<file path="config.mk">
export PLATFORM = sky130hd
export DESIGN_NAME = text_command_line_decoder
export DESIGN_NICKNAME = d
export VERILOG_FILES = /design/src/sv/tcld_pkg.sv /design/src/sv/text_command_line_decoder.sv /design/src/sv/tcld_line.sv /design/src/sv/tcld_exec.sv
export SDC_FILE = /design/constraint.sdc
export NUM_CORES = 1
export LEC_CHECK = 0
export BUFFER_PORTS_ARGS = -buffer_cell sky130_fd_sc_hd__buf_2
export CORE_MARGIN = 3
export CORE_UTILIZATION = 50
export DETAILED_ROUTE_END_ITERATION = 7
export PLACE_DENSITY = 0.77
export SLEW_MARGIN = 20
export SYNTH_ARGS = -nofsm -noshare
export SYNTH_HDL_FRONTEND = slang
export SYNTH_SLANG_ARGS = --single-unit
</file>
<file path="constraint.sdc">
create_clock -name clk -period 4 [get_ports clk]
set_clock_uncertainty 0.05 [all_clocks]
set_input_delay 0.4 -clock clk [delete_from_list [all_inputs] [get_ports clk]]
set_output_delay 0.4 -clock clk [all_outputs]
set_load 0.01 [all_outputs]
</file>
<file path="src/sv/tcld_pkg.sv">
// ----------------------------------------------------------------------------
// tcld_pkg
// Types and constants of the text command line decoder: the command forms,
// the command kinds and the structs passed between the units.
// ----------------------------------------------------------------------------
package tcld_pkg;

    localparam int FORM_COUNT = 7;
    localparam int PREFIX_LEN = 7;

    typedef logic [7:0] char_t;
    typedef logic [2:0] form_idx_t;

    // bit positions of the forms in the alive mask, in priority order
    localparam form_idx_t FORM_SCALE_F = 3'd0;
    localparam form_idx_t FORM_SCALE_C = 3'd1;
    localparam form_idx_t FORM_PERIOD  = 3'd2;
    localparam form_idx_t FORM_STOP    = 3'd3;
    localparam form_idx_t FORM_START   = 3'd4;
    localparam form_idx_t FORM_LOG     = 3'd5;
    localparam form_idx_t FORM_OFF     = 3'd6;

    // text of each form, padded with zero bytes
    localparam char_t FORM_TEXT [FORM_COUNT][8] = '{
        '{"S", "C", "A", "L", "E", "=", "F", 8'h00},
        '{"S", "C", "A", "L", "E", "=", "C", 8'h00},
        '{"P", "E", "R", "I", "O", "D", "=", 8'h00},
        '{"S", "T", "O", "P", 8'h00, 8'h00, 8'h00, 8'h00},
        '{"S", "T", "A", "R", "T", 8'h00, 8'h00, 8'h00},
        '{"L", "O", "G", " ", 8'h00, 8'h00, 8'h00, 8'h00},
        '{"O", "F", "F", 8'h00, 8'h00, 8'h00, 8'h00, 8'h00}
    };

    localparam logic [3:0] FORM_LEN [FORM_COUNT] = '{
        4'd7, 4'd7, 4'd7, 4'd4, 4'd5, 4'd4, 4'd3
    };

    // forms that must match the whole line, not just its start
    localparam logic [FORM_COUNT-1:0] FORM_EXACT = 7'b1011011;

    localparam char_t CHAR_NL  = 8'h0A;
    localparam char_t CHAR_NUL = 8'h00;
    localparam char_t CHAR_0   = "0";
    localparam char_t CHAR_9   = "9";

    typedef enum logic [2:0] {
        KIND_NONE,
        KIND_SCALE_F,
        KIND_SCALE_C,
        KIND_PERIOD,
        KIND_STOP,
        KIND_START,
        KIND_LOG,
        KIND_OFF
    } kind_t;

    // state of the line seen so far, before the current word
    typedef struct packed {
        logic                  overflow;
        logic [FORM_COUNT-1:0] alive;
        logic                  digits_only;
        logic [15:0]           number;
        logic [7:0]            length;
    } line_info_t;

    // one result word
    typedef struct packed {
        logic        line_done;
        kind_t       command_kind;
        logic        echo_line;
        logic        celsius_mode;
        logic [15:0] period_seconds;
        logic        reporting_on;
        logic        off_requested;
    } result_t;

endpackage

</file>
<file path="src/sv/text_command_line_decoder.sv">
// ----------------------------------------------------------------------------
// text_command_line_decoder
// Matches newline-terminated command lines in a received byte stream and
// keeps the scale, period, reporting and shutdown settings they select.
// ----------------------------------------------------------------------------
// Usage:
//   Input channel rx_byte / byte_valid / byte_stall takes one received byte
//   per word. Output channel result_valid / result_stall returns exactly one
//   result word per byte: line_done, command_kind and echo_line describe the
//   line ended by a newline byte (all zero for other bytes), and the setting
//   fields show the settings after that byte.
//   A byte accepted into the input register is decoded combinationally and
//   its result is offered once it is loaded into the result register.
//   Throughput: one byte per cycle unless result_stall holds a waiting result,
//   set by the combinational decode between the input and result registers.
//   Stall: while result_stall holds a waiting result, one more byte is still
//   taken into the input register; byte_stall rises only when both the input
//   and the result register are full.
//   Reset: both registers empty, scale Fahrenheit, period 1 s, reporting on,
//   no shutdown request, line tracking at the start of a line.
// ----------------------------------------------------------------------------
module text_command_line_decoder
    import tcld_pkg::*;
#(
    parameter int LINE_MAX   = 128,
    parameter int PERIOD_MAX = 65535
)
(
    input  logic        clk,
    input  logic        rst_n,
    input  logic [7:0]  rx_byte,
    input  logic        byte_valid,
    output logic        byte_stall,
    output logic        line_done,
    output logic [2:0]  command_kind,
    output logic        echo_line,
    output logic        celsius_mode,
    output logic [15:0] period_seconds,
    output logic        reporting_on,
    output logic        off_requested,
    output logic        result_valid,
    input  logic        result_stall
);

    logic    in_valid_reg,  in_valid_next;
    char_t   in_byte_reg;
    logic    out_valid_reg, out_valid_next;
    result_t res_reg;

    logic       accept;
    logic       advance;
    line_info_t info;
    result_t    res_comb;

    // handshake control
    assign advance    = in_valid_reg && (!out_valid_reg || !result_stall);
    assign byte_stall = in_valid_reg && !advance;
    assign accept     = byte_valid && !byte_stall;

    always_comb
    begin
        in_valid_next = in_valid_reg;
        if (accept)
        begin
            in_valid_next = 1'b1;
        end
        else if (advance)
        begin
            in_valid_next = 1'b0;
        end
        out_valid_next = advance || (out_valid_reg && result_stall);
    end

    always_ff @(posedge clk or negedge rst_n)
    begin
        if (!rst_n)
        begin
            in_valid_reg  <= 1'b0;
            out_valid_reg <= 1'b0;
        end
        else
        begin
            in_valid_reg  <= in_valid_next;
            out_valid_reg <= out_valid_next;
        end
    end

    // input and result payload registers
    always_ff @(posedge clk)
    begin
        if (accept)
        begin
            in_byte_reg <= rx_byte;
        end
        if (advance)
        begin
            res_reg <= res_comb;
        end
    end

    // line tracking
    tcld_line #(
        .LINE_MAX   (LINE_MAX),
        .PERIOD_MAX (PERIOD_MAX)
    ) u_line (
        .clk     (clk),
        .rst_n   (rst_n),
        .step    (advance),
        .rx_byte (in_byte_reg),
        .info    (info)
    );

    // command execution
    tcld_exec u_exec (
        .clk     (clk),
        .rst_n   (rst_n),
        .step    (advance),
        .rx_byte (in_byte_reg),
        .info    (info),
        .res     (res_comb)
    );

    assign result_valid   = out_valid_reg;
    assign line_done      = res_reg.line_done;
    assign command_kind   = res_reg.command_kind;
    assign echo_line      = res_reg.echo_line;
    assign celsius_mode   = res_reg.celsius_mode;
    assign period_seconds = res_reg.period_seconds;
    assign reporting_on   = res_reg.reporting_on;
    assign off_requested  = res_reg.off_requested;

endmodule

</file>
<file path="src/sv/tcld_line.sv">
// ----------------------------------------------------------------------------
// tcld_line
// Per-line tracker: narrows the set of command forms still matching, counts
// characters and bytes, and accumulates the period digits.
// ----------------------------------------------------------------------------
module tcld_line
    import tcld_pkg::*;
#(
    parameter int LINE_MAX   = 128,
    parameter int PERIOD_MAX = 65535
)
(
    input  logic       clk,
    input  logic       rst_n,
    input  logic       step,
    input  char_t      rx_byte,
    output line_info_t info
);

    localparam int                LB_W      = $clog2(LINE_MAX + 1);
    localparam logic [LB_W-1:0]   LB_LIMIT  = LB_W'(LINE_MAX);
    localparam logic [19:0]       NUM_LIMIT = 20'(PERIOD_MAX);
    localparam logic [15:0]       NUM_SAT   = 16'(PERIOD_MAX);

    logic [7:0]            pos_reg,      pos_next;
    logic [FORM_COUNT-1:0] alive_reg,    alive_next;
    logic                  ended_reg,    ended_next;
    logic                  overflow_reg, overflow_next;
    logic                  digits_reg,   digits_next;
    logic [15:0]           number_reg,   number_next;
    logic [LB_W-1:0]       bytes_reg,    bytes_next;

    logic [19:0] num_wide;
    logic [19:0] num_scaled;
    logic        is_digit;

    // decimal accumulate: number * 10 + digit
    assign num_wide   = {4'b0, number_reg};
    assign num_scaled = (num_wide << 3) + (num_wide << 1) + {16'b0, rx_byte[3:0]};
    assign is_digit   = (rx_byte >= CHAR_0) && (rx_byte <= CHAR_9);

    // next line state for the current word
    always_comb
    begin
        pos_next      = pos_reg;
        alive_next    = alive_reg;
        ended_next    = ended_reg;
        overflow_next = overflow_reg;
        digits_next   = digits_reg;
        number_next   = number_reg;
        bytes_next    = bytes_reg;
        if (rx_byte == CHAR_NL)
        begin
            pos_next      = 8'd0;
            alive_next    = '1;
            ended_next    = 1'b0;
            overflow_next = 1'b0;
            digits_next   = 1'b1;
            number_next   = 16'd0;
            bytes_next    = '0;
        end
        else
        begin
            if (bytes_reg != LB_LIMIT)
            begin
                bytes_next = bytes_reg + 1'b1;
            end
            if (bytes_next == LB_LIMIT)
            begin
                overflow_next = 1'b1;
            end
            if (!ended_reg)
            begin
                if (rx_byte == CHAR_NUL)
                begin
                    ended_next = 1'b1;
                end
                else
                begin
                    // drop forms that this character rules out
                    for (int k = 0; k < FORM_COUNT; k++)
                    begin
                        if ({4'b0, FORM_LEN[k]} > pos_reg)
                        begin
                            if (rx_byte != FORM_TEXT[k][pos_reg[2:0]])
                            begin
                                alive_next[k] = 1'b0;
                            end
                        end
                        else if (FORM_EXACT[k])
                        begin
                            alive_next[k] = 1'b0;
                        end
                    end
                    // period digits after the prefix
                    if (pos_reg >= 8'(PREFIX_LEN))
                    begin
                        if (is_digit)
                        begin
                            number_next = (num_scaled > NUM_LIMIT) ? NUM_SAT
                                                                   : num_scaled[15:0];
                        end
                        else
                        begin
                            digits_next = 1'b0;
                        end
                    end
                    if (pos_reg != 8'hFF)
                    begin
                        pos_next = pos_reg + 8'd1;
                    end
                end
            end
        end
    end

    // line state registers
    always_ff @(posedge clk or negedge rst_n)
    begin
        if (!rst_n)
        begin
            pos_reg      <= 8'd0;
            alive_reg    <= '1;
            ended_reg    <= 1'b0;
            overflow_reg <= 1'b0;
            digits_reg   <= 1'b1;
            number_reg   <= 16'd0;
            bytes_reg    <= '0;
        end
        else if (step)
        begin
            pos_reg      <= pos_next;
            alive_reg    <= alive_next;
            ended_reg    <= ended_next;
            overflow_reg <= overflow_next;
            digits_reg   <= digits_next;
            number_reg   <= number_next;
            bytes_reg    <= bytes_next;
        end
    end

    assign info.overflow    = overflow_reg;
    assign info.alive       = alive_reg;
    assign info.digits_only = digits_reg;
    assign info.number      = number_reg;
    assign info.length      = pos_reg;

endmodule

</file>
<file path="src/sv/tcld_exec.sv">
// ----------------------------------------------------------------------------
// tcld_exec
// Command execution: at a newline picks the first form that still matches,
// applies it to the scale, period, reporting and off settings, and builds
// the result word.
// ----------------------------------------------------------------------------
module tcld_exec
    import tcld_pkg::*;
(
    input  logic       clk,
    input  logic       rst_n,
    input  logic       step,
    input  char_t      rx_byte,
    input  line_info_t info,
    output result_t    res
);

    logic        scale_reg,  scale_next;
    logic [15:0] period_reg, period_next;
    logic        report_reg, report_next;
    logic        off_reg,    off_next;

    logic [FORM_COUNT-1:0] matched;
    form_idx_t             sel;
    logic                  is_nl;
    kind_t                 kind;
    logic                  echo;

    assign is_nl = (rx_byte == CHAR_NL);

    // forms still alive and fully present in the line; lowest one wins
    always_comb
    begin
        sel = FORM_SCALE_F;
        for (int k = 0; k < FORM_COUNT; k++)
        begin
            matched[k] = info.alive[k] && ({4'b0, FORM_LEN[k]} <= info.length);
        end
        for (int k = FORM_COUNT - 1; k >= 0; k--)
        begin
            if (matched[k])
            begin
                sel = form_idx_t'(k);
            end
        end
    end

    // apply the command at the end of the line
    always_comb
    begin
        scale_next  = scale_reg;
        period_next = period_reg;
        report_next = report_reg;
        off_next    = off_reg;
        kind        = KIND_NONE;
        echo        = 1'b0;
        if (is_nl && !info.overflow && (|matched))
        begin
            echo = 1'b1;
            case (sel)
                FORM_SCALE_F:
                begin
                    kind       = KIND_SCALE_F;
                    scale_next = 1'b0;
                end
                FORM_SCALE_C:
                begin
                    kind       = KIND_SCALE_C;
                    scale_next = 1'b1;
                end
                FORM_PERIOD:
                begin
                    kind = KIND_PERIOD;
                    if ((info.length > 8'(PREFIX_LEN)) && info.digits_only)
                    begin
                        period_next = (info.number == 16'd0) ? 16'd1 : info.number;
                    end
                end
                FORM_STOP:
                begin
                    kind        = KIND_STOP;
                    report_next = 1'b0;
                end
                FORM_START:
                begin
                    kind        = KIND_START;
                    report_next = 1'b1;
                end
                FORM_LOG:
                begin
                    kind = KIND_LOG;
                end
                FORM_OFF:
                begin
                    kind     = KIND_OFF;
                    off_next = 1'b1;
                end
                default:
                begin
                    kind = KIND_NONE;
                    echo = 1'b0;
                end
            endcase
        end
    end

    // settings registers
    always_ff @(posedge clk or negedge rst_n)
    begin
        if (!rst_n)
        begin
            scale_reg  <= 1'b0;
            period_reg <= 16'd1;
            report_reg <= 1'b1;
            off_reg    <= 1'b0;
        end
        else if (step)
        begin
            scale_reg  <= scale_next;
            period_reg <= period_next;
            report_reg <= report_next;
            off_reg    <= off_next;
        end
    end

    assign res.line_done      = is_nl;
    assign res.command_kind   = kind;
    assign res.echo_line      = echo;
    assign res.celsius_mode   = scale_next;
    assign res.period_seconds = period_next;
    assign res.reporting_on   = report_next;
    assign res.off_requested  = off_next;

endmodule

</file>
### Word level (Yosys, flattened, before mapping)

Memories as Yosys holds them, arrays and structs flattened.
Cells that the tools add are included.

* bits in registers: 95
* memories kept: 7
* ROM bits: 448
* output and inout port bits: 26
* input bits: 12

* $add $sub $neg: 4
* equality and inequality tests: 25
* order comparisons: 14
* multiplexer cells: 75
* bitwise logic cells: 1
* reductions and logical operators: 47

Memory list
* (name not given): depth 8, bits a word 8, read ports 1, clocked after memory_dff 0, wr ports 0, RTL line tcld_line.sv:85 `if (rx_byte != FORM_TEXT[k][pos_reg[2:0]])`
* (name not given): depth 8, bits a word 8, read ports 1, clocked after memory_dff 0, wr ports 0, RTL line tcld_line.sv:85
* (name not given): depth 8, bits a word 8, read ports 1, clocked after memory_dff 0, wr ports 0, RTL line tcld_line.sv:85
* (name not given): depth 8, bits a word 8, read ports 1, clocked after memory_dff 0, wr ports 0, RTL line tcld_line.sv:85
* (name not given): depth 8, bits a word 8, read ports 1, clocked after memory_dff 0, wr ports 0, RTL line tcld_line.sv:85
* (name not given): depth 8, bits a word 8, read ports 1, clocked after memory_dff 0, wr ports 0, RTL line tcld_line.sv:85
* 1 more memories

Operators by type and width (number)
* 2-to-1 mux 8 bit: 21
* 2-to-1 mux 16 bit: 10
* inequality test 8 bit: 7
* 2-to-1 mux 1 bit: 31
* greater-than comparator 3 x 8 -> 1 bit, first input constant: 3
* less-or-equal comparator 3 x 8 -> 1 bit, first input constant: 3
* AND reduction 4 bit: 6
* 2-to-1 mux 3 bit: 7
* 2-to-1 mux 7 bit: 3
* one-hot mux 3 bit (7 select lines): 1
* adder 19 x 17 -> 20 bit: 1
* adder 20 x 4 -> 20 bit: 1
* greater-than comparator 20 x 16 -> 1 bit, second input constant: 1
* AND reduction 5 bit: 4
* nonzero test 2 bit: 9
* adder 8 x 1 -> 8 bit, second input constant: 2
* zero test 16 bit: 1
* inequality test 8 bit, second input constant: 2
* logical AND 1 bit: 15
* inequality test 3 x 2 -> 1 bit, second input constant: 5
* OR reduction 7 bit: 2
* == test 3 bit, second input constant: 3
* == test 8 x 4 -> 1 bit, second input constant: 1
* == test 8 bit, second input constant: 1
* 17 further kinds: 26

### Longest topological paths before layout

* word-level depth: 12
* gate-level depth with buffers: 11
* depth with buffers taken out: 10

### Cells and area by module

Synthesis repeated with hierarchy kept, for this count alone.

* cells, all modules: 676
* area, all modules: 6683.9 µm²

Modules (own cells, without submodules)
* tcld_line: area each 3952.5 µm², cells each 472, times used 1, seq. area each 1061.0 µm²
* tcld_exec: area each 1677.9 µm², cells each 164, times used 1, seq. area each 478.0 µm²
* text_command_line_decoder: area each 1053.5 µm², cells each 40, times used 1, seq. area each 1011.0 µm²

### Worst setup path after synthesis

OpenSTA, ideal clock, no wires.

* path type: register -> register
* start point: register in_byte_reg[3]
* end point: register u_line.number_reg[6]
* data arrival time: 3268 ps
* buffers on the path: 1
* setup slack: 615 ps
* cell stages (with the launch flop): 11
* library setup time: 67 ps
* period minus slack after synthesis: 3385 ps
* data required time: 3883 ps
* path through: edfxtp_1 fa_1 fa_1 a21oi_1 o211a_1 or3_1 a21oi_1 mux2_2 a31oi_1 clkbuf_1 a221o_1

* longest elaborated chain between the ends: 8
* elaborated cells between the ends (all ways): 18

Ends and longest elaborated chain
* from (decl): RTL line text_command_line_decoder.sv:46 `char_t in_byte_reg;`
* from (signal assigned): RTL line text_command_line_decoder.sv:93 `in_byte_reg <= rx_byte;`
* adder 20 x 4 -> 20 bit: RTL line tcld_line.sv:39 `assign num_scaled = (num_wide << 3) + (num_wide << 1) + {16'b0, rx_byte[3:0]};`
* greater-than comparator 20 x 16 -> 1 bit: RTL line tcld_line.sv:100 `number_next = (num_scaled > NUM_LIMIT) ? NUM_SAT`
* 2-to-1 mux 16 bit: RTL line tcld_line.sv:100
* 2-to-1 mux 16 bit: RTL line tcld_line.sv:98 `if (is_digit)`
* 2-to-1 mux 16 bit: RTL line tcld_line.sv:96 `if (pos_reg >= 8'(PREFIX_LEN))`
* 2-to-1 mux 16 bit: RTL line tcld_line.sv:74 `if (rx_byte == CHAR_NUL)`
* 2-to-1 mux 16 bit: RTL line tcld_line.sv:72 `if (!ended_reg)`
* 2-to-1 mux 16 bit: RTL line tcld_line.sv:52 `if (rx_byte == CHAR_NL)`
* to (signal assigned): RTL line tcld_line.sv:137 `number_reg <= number_next;`
* to (decl): RTL line tcld_line.sv:30 `logic [15:0] number_reg, number_next;`

Several ways; a longest one is shown, not always the timed one. The select of a mux whose other input is x is not followed.
A chain may end at the register's enable or synchronous reset.

### Worst setup path after layout

* start point: register u_line.number_reg[0]
* end point: register u_line.number_reg[7]

* longest elaborated chain between the ends: 9

Ends and longest elaborated chain (RTL line)
* adder 19 x 17 -> 20 bit *: tcld_line.sv:39
* adder 20 x 4 -> 20 bit *: tcld_line.sv:39
* greater-than comparator 20 x 16 -> 1 bit: tcld_line.sv:100
* 2-to-1 mux 16 bit *: tcld_line.sv:100
* 2-to-1 mux 16 bit *: tcld_line.sv:98
* 2-to-1 mux 16 bit *: tcld_line.sv:96
* 2-to-1 mux 16 bit *: tcld_line.sv:74
* 2-to-1 mux 16 bit *: tcld_line.sv:72
* 2-to-1 mux 16 bit *: tcld_line.sv:52

Mark *: on every way between the ends. The rest lies on a longest branch, timed or not. The select of a mux whose other input is x is not followed.

==> impl_metrics.yaml <==
status:
  status: "finished, violations left"
  violations: "hold timing"
logic_synthesis:
  synthesis.area_um2: 5960
  synth_common_cells: "53 x dfrtp_1, 42 x ha_1, 39 x o21ai_0"
  synthArstFlopShare_pct: 66.3
  yosysUniqueCellTypes: 73
  synth_top_area_cell: "dfrtp_1"
  synth_nets: 628
  synth.area.top_cells: "dfrtp_1 22%, edfxtp_1 16%, ha_1 8.8%, dfstp_2 4.4%, mux2_2 4.3%"
  postSynthCellCount: 572
  synth.avg_cell_area_um2: 10.4
  ys_warn_count: 0
  yosysMostFrequentCell: "dfrtp_1"
  synth_top_area_share_pct: 22.3
  ys_seq_elements: 95
  synth-main-ff-cell: "dfrtp_1"
  synth-edff-count: 32
  yosysSeqAreaShare_pct: 42.8
setup_path:
  cp.arrival_ns: 3.72
  max_stage_delay_ns: 0.56
  crit_path_start_kind: "register"
  cp_num_buf_inv: 0
  path_cells: "fa_1 > fa_1 > a21oi_1 > o211a_1 > o21ai_0 > a211o_1 > o211ai_1 > a31oi_2 > a221o_1"
  cp_slowest_cell: "fa_1"
  worstSetupPathType: "reg2reg"
  required_ns: 4.18
  cpLargestDelayFamily: "compound AO/OA/AOI/OAI gates"
  worst_path_most_repeated_cell: "fa_1"
  worstSetupEndpointType: "register"
  critical_path.max_fanout: 16
finish:
  stdcell_count: 751
  fin_nets: 659
  n_antenna_cell: 0
  fin_area_um2: 6590
  drive_gt1_share_pct: 19.7
  num-fill-cells: 975
  area_delta_synth_final_pct: 10.6
drt:
  final_antenna_net_count: 0
  detail_route.iter0.violations: 425
  vias: 4622
  first_pass_iters: 5
  drc: 0
  wl_mm: 13.2
  viasPerCell: 6.15
  wl_per_cell_um: 17.6
global_route:
  antenna_found_initial: 0
  grtUsageTotal_pct: 21.0
  grt_max_degree: 41
  grt_pass1_vias: 4464
  grt_first_pass_wirelength_mm: 22.5
  grt_remaining_overflow: 0
floorplan:
  core_um2: 11500
  die_w_um: 115
  die_h_um: 115
  initial_core_util_pct: 51.7
  rows: 39
  io_pins: 38
  die_area_um2: 13300
sta:
  post-route-period-util_pct: 88.6
  timing.fmax_ghz: 0.282
  layout_min_cycle_time_ns: 3.54
  timing.hold.ws_ns: -0.0161
  rsz0062_at_grt: "no"
  tightest_slew_ns: 0.739
  hold_violations: 10
  fin_setup_tns_ns: 0
  maxSlewViolCount: 0
  finalSetupViolations: 0
  relSlewSlack_pct: 50.6
clock_network:
  cts_made_buffers: 9
  h-tree-depth: 3
  cts.path.max_buffers: 2
  clk_latency_ns: 0.35
  clkTransAtPathRegs_ns: 0.07
  clkSinkCount: 95
  cts_tree: "yes"
  cts-resized-gates: 0
  postCtsHoldBufs: 0
  post-cts-setup-buffers: 0
  cts_root_buf: "clkbuf_16"
flow_run:
  cap_violations: 0
placed_design:
  place_area_um2: 6280
  dpl.hpwl_mm: 9.32
  portBuffers: 37
  gp_congestion: 0.883
  dpl.cell_count: 735
power_and_ir_drop:
  power_uw: 2760
  p_per_area_nw_per_um2: 419
  peakVddDrop_uv: 222
  p_leak_uw: 0.00298
hold_path:
  holdCritPathClass: "in2async"
[layout make-up]
class | instances | area (µm²) | share of cell area, %
multi-input cells | 425 | 3190 | 48.5
flip-flops and latches | 95 | 2550 | 38.7
repair buffers | 50 | 283 | 4.29
clock buffers | 9 | 225 | 3.42
well taps | 143 | 179 | 2.72
inverters | 22 | 82.6 | 1.25
clock inverters | 7 | 77.6 | 1.18
[metal layers]
layer	global-route usage, %	routed length [µm]
met4	6.57	196
met5	0	0
met1	30.3	6300
met3	3.05	719
met2	32.9	5990
[cell usage in the layout, fill, tap and decap left out, drive strengths merged, types with 3 or more instances in the layout]
cell type,netlist,layout
o21bai,3,3
nand4,6,6
clkinv,2,4
o2111ai,3,3
nor4b,3,3
nand2,35,35
edfxtp,32,32
o211ai,3,3
or4,3,3
nor2,31,31
o21ai,41,41
a21o,14,14
nor4,7,7
dfrtp,53,53
and2,3,3
o21a,3,3
a221o,16,16
a31oi,6,6
ha,42,42
a211oi,4,4
xor2,15,15
nand3b,3,3
nor3b,4,4
clkbuf,24,9
mux2,33,33
nand3,21,21
o31ai,3,3
and3,5,5
nor3,16,16
xnor2,22,22
dfstp,10,10
a21oi,32,32
nand2b,11,11
inv,20,23
o41ai,3,3
buf,6,50
[report_power, final]
group          internal [µW]  switching, µW  leakage (µW)
Sequential              1080            107       0.00114
Combinational            285            412       0.00170
Clock                    491            387      0.000147
Total                   1860            906       0.00298
[worst reg2reg max path, delay by kind of cell (launching register included)]
kind	cells	cell delay [ns]
DFF	1	0.46
adders and majority gates	2	1.04
AOI/OAI and AO/OA	7	1.88
[through the flow]
| step | setup WS [ns] | util [%] |
|---|---|---|
| floorplan | 0.615 | - |
| global placement | 0.261 | 54.5 |
| detailed placement | 0.168 | 54.5 |
| CTS | 0.134 | 57.1 |
| global route | 0.237 | 57.2 |
| finish | 0.456 | 57.2 |
[path summary, 6_finish.rpt]
| path | slack (ns) | to | from | cells after the start |
|---|---|---|---|---|
| max | 0.46 | u_line.number_reg[7] | u_line.number_reg[0] | 9 |
| min reg2reg | 0.44 | u_exec.off_reg | u_exec.off_reg | 1 |
| min in group clk | 0.17 | in_byte_reg[7] | rx_byte[7] | 1 |
| max reg2reg | 0.46 | u_line.number_reg[7] | u_line.number_reg[0] | 9 |
| max in group asynchronous | 2.96 | u_line.alive_reg[6] | rst_n | 2 |
| min | -0.02 | u_line.bytes_reg[4] | rst_n | 1 |
[cell families after synthesis]
group | Yosys count | share of synthesized area (%)
compound gates | 153 | 17.4
xor+xnor | 37 | 5.44
fa+ha+maj | 44 | 9.49
buf+inv | 52 | 3.80
flops | 95 | 42.8
mux | 35 | 7.20
simple gates | 156 | 13.8
(Power assumes the default switching activity.)
